$ cat src/design/tkr_ram.sv
// Generic single-port-write, single-read RAM with registered read.
// No dependencies.
module tkr_ram #(
  parameter int WIDTH = 8,
  parameter int DEPTH = 16
) (
  input  logic                     clk,
  input  logic                     we,
  input  logic [$clog2(DEPTH)-1:0] waddr,
  input  logic [WIDTH-1:0]         wdata,
  input  logic [$clog2(DEPTH)-1:0] raddr,
  output logic [WIDTH-1:0]         rdata
);
  logic [WIDTH-1:0] mem [DEPTH];

  // write port and registered read port
  always_ff @(posedge clk) begin
    if (we) begin
      mem[waddr] <= wdata;
    end
    rdata <= mem[raddr];
  end
endmodule

$ cat config.mk
export PLATFORM = sky130hd
export DESIGN_NAME = tkr_ram
export DESIGN_NICKNAME = d
export VERILOG_FILES = /design/src/design/tkr_ram.sv
export SDC_FILE = /design/constraint.sdc
export NUM_CORES = 1
export LEC_CHECK = 0
export BUFFER_PORTS_ARGS = -buffer_cell sky130_fd_sc_hd__buf_4
export CORE_UTILIZATION = 49
export DETAILED_ROUTE_END_ITERATION = 7
export PLACE_DENSITY_LB_ADDON = 0.3
export REMOVE_ABC_BUFFERS = 1
export SLEW_MARGIN = 10
export SYNTH_ARGS = -nofsm -noshare
export SYNTH_HDL_FRONTEND = slang
export SYNTH_SLANG_ARGS = --single-unit
$ cat constraint.sdc
create_clock -name clk -period 1.9 [get_ports clk]
set_clock_uncertainty 0.15 [all_clocks]
set_input_delay 0.19 -clock clk [delete_from_list [all_inputs] [get_ports clk]]
set_output_delay 0.19 -clock clk [all_outputs]
set_load 0.02 [all_outputs]
# Yosys cells after proc, flatten, opt, wreduce, memory -nomap -nowiden
# Memory sizes are Yosys's and may differ from the RTL's. A register that Yosys moved wholly into a read port is not among the register bits.
# Cells that the tools add are included.
# totals
ram_bits	128
output_inout_bits	8
register_bits	0
n_memories	1
# op_classes
mux	2
# mem_list
name	words	width	read_ports	rd_clocked_by_memory_dff	write_ports	line_no	rtl
mem	16	8	1	1	1	14	logic [WIDTH-1:0] mem [DEPTH];
# ops
cell	n
two-way mux 1 bit	2

# Logic depth before layout (Yosys ltp)
# logic_depth
depth_word	2
ltp_mapped	5

# Least setup slack after synthesis
# No wires, ideal clock.
# synth_timing
path_type	input to register
startpoint	in waddr[2]
endpoint	mem mem[0][0], enable pin
required_ps	1367
stages	2
setup_ps	383
arrival_time_ps	1300
n_path_buf	0
slack_ps	67
path_cell_list	or3b_2 -> nor3_1
# synth_lines
item	line_no	rtl
from (decl)	9	input logic [$clog2(DEPTH)-1:0] waddr,
to (decl)	14	
# No word-level cell before the write port.

==> summary.md <==
| Metric | Value |
|---|---|
| Status | `finished clean` |
| Final setup TNS | `0 ns` |
| Chip width | `104 µm` |
| Syn Std Cell Area | `5150 µm²` |
| Leading area contributor after synthesis | `edfxtp_1` |
| H-tree levels | `4` |
| Measured slew at the worst slew-check pin | `0.397 ns` |
| Final Cycle Share | `78.3%` |
| Worst path slowest cell | `mux4_1` |
| Share of layout cells above drive strength 1 | `31.9%` |
| CTS tree | `done` |
| Register area share after synthesis | `77.8%` |
| Antenna-violating nets left | `0` |
| First-pass GRT wire length | `15,500 µm` |
| Crit path kind | `reg -> reg` |
| Design area | `between 6000 and 7000 µm²` |
| Final setup violation count | `0` |
| Root buffer cell | `clkbuf_8` |
| Warnings, synthesis | `0` |
| Cell Count, Final, Fillers Out | `~440` |
| Top Ports | `26` |
| Placed Cells | `slightly above 400` |
| Avg Cell Area, Syn | `22.5 µm²` |
| Synth cell types | `19` |
| Max Fclk | `0.672 GHz` |
| Hold Violations, Final | `0` |
| Share of the synthesized area in the top cell type | `74.7%` |
| Worst hold path type | `in -> reg` |
| Final Max Slew Viols | `0` |
| Final cell utilization of the core | `61.8%` |
| FP Rows | `37` |
| Area contributors post-synth | `edfxtp_1 (75%), mux4_2 (7.9%), mux4_1 (7.1%), dfxtp_1 (3.1%), a22oi_1 (2.3%)` |
| Clk pin slew, worst setup/hold paths | `0.06 ns` |
| Detailed Route Iter0 Violations | `199` |
| Global Route Usage Sum | `20.6%` |
| Port Buf Inserts | `25` |
| Maxcap violations | `0` |
| Routability Congestion | `between 0.7 and 0.8` |
| Diodes inserted | `0` |
| Post-CTS setup buffer count | `0` |
| Initial antenna violation count | `0` |
| Clk Latency, worst-skew pair | `0.52 ns` |
| Core Footprint | `10,200 µm²` |
| P per Cell Area | `1130 nW/µm²` |
| Hold Buf Count CTS | `8` |
| Unrepaired setup endpoints after global routing | `false` |
| DPL Wire Length | `around 6400 µm` |
| Mapped Cells | `approximately 230` |
| Worst VDD drop | `0.512 mV` |
| Drt wl/cell | `22.8 µm` |
| Final min period | `1.49 ns` |
| Slew Limit Headroom | `73.5%` |
| DRT Wirelength | `a little over 10,000 µm` |
| Crit Path Max Fanout | `1` |
| Worst reg2reg startpoint | `mem[9][1]` |
| Crit-path cells | `mux4_1, a22oi_1, nand2_1` |
| Via density | `about 5.6` |
| Setup crit end kind | `register` |
| LEAKAGE | `~2.2 nW` |
| Post-place setup slack | `0.142 ns` |
| Critical Path Source | `mem[9][1]` |
| Critical path startpoint category | `register` |
| Vias in the first global route | `2,575` |
| Die extent in y | `104 µm` |
| Total power | `about 7.1 mW` |
| Required time of the critical path | `2.14 ns` |
| DRC violations left | `0` |
| Drt pass-1 iters | `4` |
| Placed cell areas | `approximately 5600 µm²` |
| TritonCTS Buffers | `17` |
| Area delta synth->final | `22.9%` |
| Clock buffer depth | `2` |
| Hold Startpoint | `waddr[0]` |
| Worst stage delay on the critical path | `0.51 ns` |
| Nets | `312` |
| Initial Utilization | `50.3%` |
| Via Count | `2,472` |
| Register bit count reported by yosys | `approximately 140` |
| Largest net degree at the start of global routing | `17` |
| CTS resizes | `0` |
| Gr ovfl total | `0` |
| Final setup margin | `0.413 ns` |
| Die area | `10,900 µm²` |
| Worst hold margin | `0.0544 ns` |
| Clock sinks | `~140` |
| Critical Path AT | `1.73 ns` |
-- state kept, by name, indices dropped and copies added (netlist names) --
name   flops
mem      128
rdata      8
-- path summary, 6_finish.rpt --
check / slack (ns) / depth (start not counted) / end
min reg2reg: 0.52 / 3 / rdata[6]
min: 0.05 / 3 / mem[8][2]
max reg2reg: 0.41 / 3 / rdata[1]
max: 0.41 / 3 / rdata[1]
-- where the power goes --
| part | leakage (nW) | switching [mW] | internal, mW | total, mW |
|---|---|---|---|---|
| logic | 0.658 | 0.196 | 0.175 | 0.371 |
| clock network | 0.288 | 1.25 | 2.14 | 3.39 |
| registers | 1.22 | 0.0234 | 3.35 | 3.38 |
| total | 2.17 | 1.47 | 5.67 | 7.14 |
-- synth_stat cells, drive strengths merged --
cell,instances
nand3,1
a22oi,16
mux4,32
and2b,1
and2,1
or3b,1
clkdlybuf4s25,3
edfxtp,128
nor3,4
nor2,13
nand3b,2
nor2b,1
buf,7
nand2b,2
dfxtp,8
nand2,9
-- cells by family (layout without fill, tap and decap cells) --
logic type             count (synthesis)  count (layout)  synth area share [%]
and+or+nand+nor                       35              35                  3.18
muxes                                 32              32                  15.0
buffers and inverters                 10              88                  1.68
DFF                                  136             136                  77.8
AOI/OAI and AO/OA                     16              16                  2.33
-- per-layer routing --
metal  GRT usage, %  vias to the layer above  wire length (µm)  part of all wire (%)
li1               -                     1103                 -                     -
met1           28.9                     1262              4440                    44
met2           30.7                      100              4850                    48
met3           7.02                        7               735                   7.3
met4           6.02                        0                83                  0.82
met5              0                        -                 0                     0
-- placed cells by master, fill, tap and decap left out, types with 2 or more instances in the layout --
cell and count:
edfxtp_1 128, buf_4 45, mux4_2 18, a22oi_1 16, clkbuf_16 16, mux4_1 14
nor2_1 13, nand2_1 9, dlygate4sd3_1 8, dfxtp_1 8, nor3_1 4, clkinvlp_4 4
bufinv_16 4, clkinv_4 3, buf_12 3, nand3b_1 2, nand2b_1 2, inv_6 2
-- critical path: cells and delay by family (launching register included) --
family	cells	cell delay, ns
flops	1	0.37
simple gates	1	0.07
compound gates	1	0.26
mux	1	0.51
-- area by class of cell --
cell class | instances | area, µm²
clock buffer | 18 | 418
clock inverter | 14 | 199
fill | 713 | 3910
multi-input combinational | 83 | 1060
sequential | 136 | 4000
tap | 136 | 170
timing repair buffer | 56 | 478
(Power assumes the default switching activity.)
