==> config.mk <==
export PLATFORM = sky130hd
export DESIGN_NAME = tkr_div
export DESIGN_NICKNAME = d
export VERILOG_FILES = /design/src/design/tkr_pkg.sv /design/src/design/tkr_div.sv
export SDC_FILE = /design/constraint.sdc
export NUM_CORES = 1
export LEC_CHECK = 0
export BUFFER_PORTS_ARGS = -buffer_cell sky130_fd_sc_hd__buf_4
export CAP_MARGIN = 20
export CORE_MARGIN = 8
export CORE_UTILIZATION = 50
export CTS_CLUSTER_SIZE = 20
export DETAILED_ROUTE_END_ITERATION = 10
export GPL_ROUTABILITY_DRIVEN = 1
export PLACE_DENSITY = 0.77
export SYNTH_ARGS = -nofsm -noshare
export SYNTH_HDL_FRONTEND = slang
export SYNTH_SLANG_ARGS = --single-unit
==> constraint.sdc <==
create_clock -name clk -period 5.8 [get_ports clk]
set_input_delay 0.87 -clock clk [delete_from_list [all_inputs] [get_ports clk]]
set_output_delay 0.87 -clock clk [all_outputs]
set_load 0.02 [all_outputs]
==> src/design/tkr_pkg.sv <==
// Package for the top-K ratio ranker: field widths, commands, status codes,
// record type. Used by every file of the design except tkr_ram.
package tkr_pkg;

  localparam int LIST_SIZE_DEF = 100;
  localparam int RATIO_W = 23;
  localparam int ID_W = 24;
  localparam int PER_W = 8;
  localparam int VAL_W = 16;
  localparam int RANK_W = 7;
  localparam int REC_W = RATIO_W + 3 * ID_W + PER_W + 2 * VAL_W;
  localparam logic [6:0] RATIO_SCALE = 7'd100;

  localparam logic [1:0] CMD_OFFER = 2'd0;
  localparam logic [1:0] CMD_READ  = 2'd1;
  localparam logic [1:0] CMD_CLEAR = 2'd2;

  localparam logic [1:0] ST_OK       = 2'd0;
  localparam logic [1:0] ST_ZERO_VOL = 2'd1;
  localparam logic [1:0] ST_ZERO_CAP = 2'd2;
  localparam logic [1:0] ST_NOT_RANK = 2'd3;

  typedef struct packed {
    logic [RATIO_W-1:0] ratio;
    logic [ID_W-1:0]    link_id;
    logic [ID_W-1:0]    from_node;
    logic [ID_W-1:0]    to_node;
    logic [PER_W-1:0]   period;
    logic [VAL_W-1:0]   volume;
    logic [VAL_W-1:0]   capacity;
  } rec_t;

endpackage

==> src/design/tkr_div.sv <==
// Restoring divider, one quotient bit per cycle, for the rounded ratio.
// Depends on tkr_pkg.
module tkr_div import tkr_pkg::*; (
  input  logic               clk,
  input  logic               rst,
  input  logic               start,
  input  logic [RATIO_W-1:0] dividend,
  input  logic [VAL_W-1:0]   divisor,
  output logic               done,
  output logic [RATIO_W-1:0] quotient
);
  localparam int CNT_W = $clog2(RATIO_W + 1);

  logic [VAL_W:0]     rem;
  logic [RATIO_W-1:0] quo;
  logic [VAL_W-1:0]   dvs;
  logic [CNT_W-1:0]   cnt;
  logic               busy;
  logic [VAL_W+1:0]   trial;

  assign trial = {rem, quo[RATIO_W-1]} - {2'b00, dvs};
  assign done = busy && (cnt == CNT_W'(0));
  assign quotient = quo;

  // shift in one dividend bit, subtract when it fits
  always_ff @(posedge clk) begin
    if (rst) begin
      busy <= 1'b0;
      cnt <= '0;
    end else if (start) begin
      busy <= 1'b1;
      cnt <= CNT_W'(RATIO_W);
      rem <= '0;
      quo <= dividend;
      dvs <= divisor;
    end else if (busy && cnt != CNT_W'(0)) begin
      cnt <= cnt - CNT_W'(1);
      if (!trial[VAL_W+1]) begin
        rem <= trial[VAL_W:0];
        quo <= {quo[RATIO_W-2:0], 1'b1};
      end else begin
        rem <= {rem[VAL_W-1:0], quo[RATIO_W-1]};
        quo <= {quo[RATIO_W-2:0], 1'b0};
      end
    end else if (done) begin
      busy <= 1'b0;
    end
  end
endmodule

Yosys cells after proc, flatten, opt, wreduce, memory -nomap -nowiden --
Cells that the tools add are included.
Storage, ports and cells: register bits 62, bits in latches 0, memory bits (writable) 0, ROM bits 0, output and inout bits 24, word-level logic and storage cells 30, memories kept 0
Cells by class: add/sub/neg operators 2, multipliers 0, divide/modulo/power cells 0, order comparisons 0, equal/unequal tests 1, shift operators 0, muxes and demuxes 10, bitwise logic cells 1, reductions and logical operators 10
Operator list (number):
- $mux 23 | 2
- $mux 17 | 2
- $sub 18x16->18 | 1
- $mux 5 | 2
- $reduce_and 2->1 | 3
- $logic_not 5->1 | 1
- $reduce_bool 5->1 | 1
- $sub 5x1->5 const B | 1
- $mux 1 | 4
- $reduce_bool 2->1 | 2
- $logic_and 1x1->1 | 2
- $ne 2x2->1 const B | 1
- $reduce_or 2->1 | 1
- $not 1->1 | 1

Longest topological paths before layout --
word-level depth 5, depth in mapped cells 11, depth with buffers taken out 11

Least setup slack after synthesis --
No wires, ideal clock.
kind input port to flip-flop, start input port start, end register quo[0] (netlist: quotient[0]) (enable), library setup time 0.451 ns, data arrival time 3.332 ns, required time 5.349 ns, setup slack 2.018 ns, stages on the path 3, buffers on the path 1, cells stage by stage clkbuf_1 > clkinv_1 > a21oi_1
On the way: longest elaborated chain between the ends 2
RTL lines:
- start, declared | RTL line tkr_div.sv:6 | input logic start,
- $reduce_bool 2->1 (no source line)
- $reduce_and 2->1 (no source line)
- end signal, assigned | RTL line tkr_div.sv:34 | quo <= dividend;
- end signal, assigned | RTL line tkr_div.sv:40 | quo <= {quo[RATIO_W-2:0], 1'b1};
- end signal, assigned | RTL line tkr_div.sv:43 | quo <= {quo[RATIO_W-2:0], 1'b0};
- end, declared | RTL line tkr_div.sv:15 | logic [RATIO_W-1:0] quo;
Every way passes these cells. A chain may end at the register's enable or synchronous reset.

Final worst setup path --
start register rem[0], end register rem[12] (data pin)
On the way: longest elaborated chain between the ends 3
RTL lines:
- start, declared | RTL line tkr_div.sv:14 | logic [VAL_W:0] rem;
- start signal, assigned | RTL line tkr_div.sv:39 | rem <= trial[VAL_W:0];
- start signal, assigned | RTL line tkr_div.sv:42 | rem <= {rem[VAL_W-1:0], quo[RATIO_W-1]};
- $sub 18x16->18 | RTL line tkr_div.sv:21 | assign trial = {rem, quo[RATIO_W-1]} - {2'b00, dvs};
- $mux 17 | RTL line tkr_div.sv:38 | if (!trial[VAL_W+1]) begin
- $mux 17 | RTL line tkr_div.sv:36 | end else if (busy && cnt != CNT_W'(0)) begin
Every way passes these cells. The select of a mux whose other input is x is not followed.

==> flow_summary.ini <==
[synthesis]
synthCells = 298
synth_edf_count = 56
netlist_area_um2 = 3381
synth_fp_nets = 359
yosysUniqueCellTypes = 48
synth_ff_type = edfxtp_1
yosys_warnings = 0
async_reset_ff_share_pct = 0
ys_ff_latch = 62
synth_seq_area_share_pct = 53.29
post_synth.cell_area_avg_um2 = 11.34

[timing]
maxSlewViolCount = 0
fin_setup_tns_ns = 0
grt_setup_unrepaired = no
relSlewSlack_pct = 40.22
fmax_mhz = 296.9
tightest_slew_ns = 0.8908
min_period_over_period_pct = 58.08
setup_viol = 0
fin_worst_skew_ns = 0.01056
hold_viol = 0
fin_crit_ns = 3.368

[drt]
viasPerCell = 5.674
vias = 2542
drc_errors = 0
drt_iter0_drc = 144
dr.pass1.iters = 4
wirelength_um = 7656
antenna_left = 0
avgRoutedWirePerCell_um = 17.09

[cells_and_area]
drive_gt1_share_pct = 30.16
final_design_area_no_fill_um2 = 4138
nFillCells = 547
area_delta_synth_final_pct = 22.39
diodes = 0
postLayoutCoreUtil_pct = 61.93
fin_nets = 424

[placed_design]
dpl.hpwl_um = 5481
gp_congestion = 0.8652
portBuffers = 65
place_area_um2 = 3948

[worst_setup_path]
cp-end-kind = flip-flop
cpPeakStageDelay_ns = 0.71
reg2reg_slack_ns = 2.43
critPathKind = reg -> reg
cp.required_ns = 5.89
critical_path_peak_fanout = 12
start_kind = flip-flop
cp_slowest_cell = o21ai_1
crit_chain = ha_1 -> nor2b_2 -> o2111ai_1 -> and4b_1 -> or2_1 -> o31a_1 -> o21ai_1 -> nand2_1 -> a31o_1
cp.arrival_ns = 3.46

[clock_tree]
holdBufCountCts = 0
htree_levels = 3
clock_latency_ns = 0.34
cts_tree = built
clk_pin_slew_ns = 0.07
post_cts_buffers = 0
numCtsBuffers = 9
cts.sink_count = 62
cts_resized = 0
clk_path_buf_depth = 2
root_buffer = clkbuf_8

[pwr]
p_per_area_nw_per_um2 = 299.6
leakage_nw = 1.688
peakVddDrop_mv = 0.1625

[die]
coreArea_um2 = 6681
ios = 66
start_util_pct = 50.60
die_area_um2 = 9649
die_h_um = 98.23
die_x_um = 98.23
placementRows = 30

[global_routing]
grt_max_degree = 46
grt_pass1_vias = 2738
antenna_found_initial = 0
grt_pass1_wl_um = 12850
grt_overflow = 0
groute.usage.overall_pct = 16.53

[outcome]
outcome = completed

[worst_hold_path]
min_path_type = reg -> reg

[run]
drv_cap = 0
==> metal layers <==
| layer | up-vias | GRT usage (%) | part of all wire (%) |
|---|---|---|---|
| li1 | 1238 | - | - |
| met1 | 1187 | 19.50 | 42 |
| met2 | 109 | 26.13 | 47 |
| met3 | 8 | 7.824 | 10 |
| met4 | 0 | 4.959 | 1.0 |
| met5 | - | 0 | 0 |
==> path summary, 6_finish.rpt <==
| path | from | end | cells past startpoint |
|---|---|---|---|
| max | rem[0]$_SDFFCE_PP0P_ | rem[12]$_SDFFCE_PP0P_ | 9 |
| min | cnt[1]$_SDFFE_PP0N_ | cnt[1]$_SDFFE_PP0N_ | 2 |
| max reg2reg | rem[0]$_SDFFCE_PP0P_ | rem[12]$_SDFFCE_PP0P_ | 9 |
| min reg2reg | cnt[1]$_SDFFE_PP0N_ | cnt[1]$_SDFFE_PP0N_ | 2 |
==> worst max-delay path: cells and delay by family, from the launching register on <==
kind                       cells  cell delay, ns
and+or+nand+nor                4            0.92
DFF                            1            0.40
AOI/OAI and AO/OA              4            1.52
adders and majority gates      1            0.29
==> placed cells by master (no fill, tap or decap), types with 2 or more instances in the layout <==
cell / Yosys / routed
a211o_1: 2 / 2
a211oi_1: 2 / 2
a21o_1: 3 / 3
a21oi_1: 30 / 29
a31o_1: 2 / 2
a31oi_1: 3 / 3
buf_4: 0 / 68
clkbuf_8: 0 / 9
clkinv_1: 1 / 2
clkinvlp_4: 0 / 2
dfxtp_1: 6 / 6
edfxtp_1: 56 / 56
ha_1: 18 / 18
inv_1: 23 / 23
mux2_2: 23 / 23
nand2_1: 16 / 16
nand2b_1: 5 / 5
nand3_1: 9 / 9
nand4_1: 2 / 2
nor2_1: 13 / 13
nor3_1: 5 / 5
nor4_1: 3 / 3
o21ai_0: 12 / 12
o21ai_1: 8 / 8
o21bai_1: 2 / 2
o31a_1: 2 / 2
o31ai_1: 3 / 3
or4_1: 3 / 3
xnor2_1: 10 / 10
xor2_1: 4 / 4
==> cells by family after synthesis <==
| family | count (synthesis) | synth area share, % |
|---|---|---|
| buffers and inverters | 38 | 4.293 |
| multiplexers | 23 | 7.661 |
| XOR/XNOR | 14 | 3.627 |
| flip-flops | 62 | 53.29 |
| AND/OR/NAND/NOR | 63 | 9.475 |
| adder cells (fa/ha/maj) | 19 | 7.254 |
| AO/OA/AOI/OAI | 79 | 14.40 |
==> state kept, by name (all words and copies together) (netlist names) <==
signal and flops:
rem 17, dvs 16, cnt 5, busy 1, quotient 23
==> cell usage after synthesis (all sizes together) (3+ instances only) <==
cell	n	share of area [%]
a31oi	3	0.56
nor2	13	1.4
nor3	6	1.0
xor2	4	1.0
buf	3	0.41
ha	18	6.7
nand2b	5	0.93
mux2	23	7.7
edfxtp	56	50
nor4	3	0.56
o31ai	4	1.0
o21ai	20	3.0
a31o	3	0.78
dfxtp	6	3.6
inv	23	2.6
clkbuf	11	1.2
nand2	16	1.8
a21oi	30	4.4
xnor2	10	2.6
or4	3	0.67
a21o	3	0.67
nand3	9	1.3
==> area by class of cell <==
class / count / area (µm²) / share of cell area [%]
clock buffers: 10 / 127.6 / 3.084
clock inverters: 6 / 62.56 / 1.512
inverters: 24 / 90.09 / 2.177
multi-input cells: 198 / 1445 / 34.93
flip-flops and latches: 62 / 1802 / 43.54
well taps: 80 / 100.1 / 2.419
repair buffers: 68 / 510.5 / 12.34
==> per-stage QoR <==
step                      hold slack [ns]  instances  setup slack, ns  total power [W]
after floorplan                    0.5249        298            2.018        0.0007806
after global placement             0.5374        432            2.568        0.0008641
after detailed placement           0.5640        432            2.482        0.0008713
after CTS                          0.5717        448            2.448         0.001246
after global routing               0.6108        448            2.187         0.001302
final                              0.5689        448            2.432         0.001240
==> report_power, final <==
part | switching [W] | internal, W | leakage (nW) | total, W
Combinational | 0.000174 | 0.000138 | 1.01 | 0.000312
Clock | 0.000175 | 0.000198 | 0.0903 | 0.000373
Sequential | 0.0000199 | 0.000535 | 0.585 | 0.000555
Power figures use the tool's default switching activity.
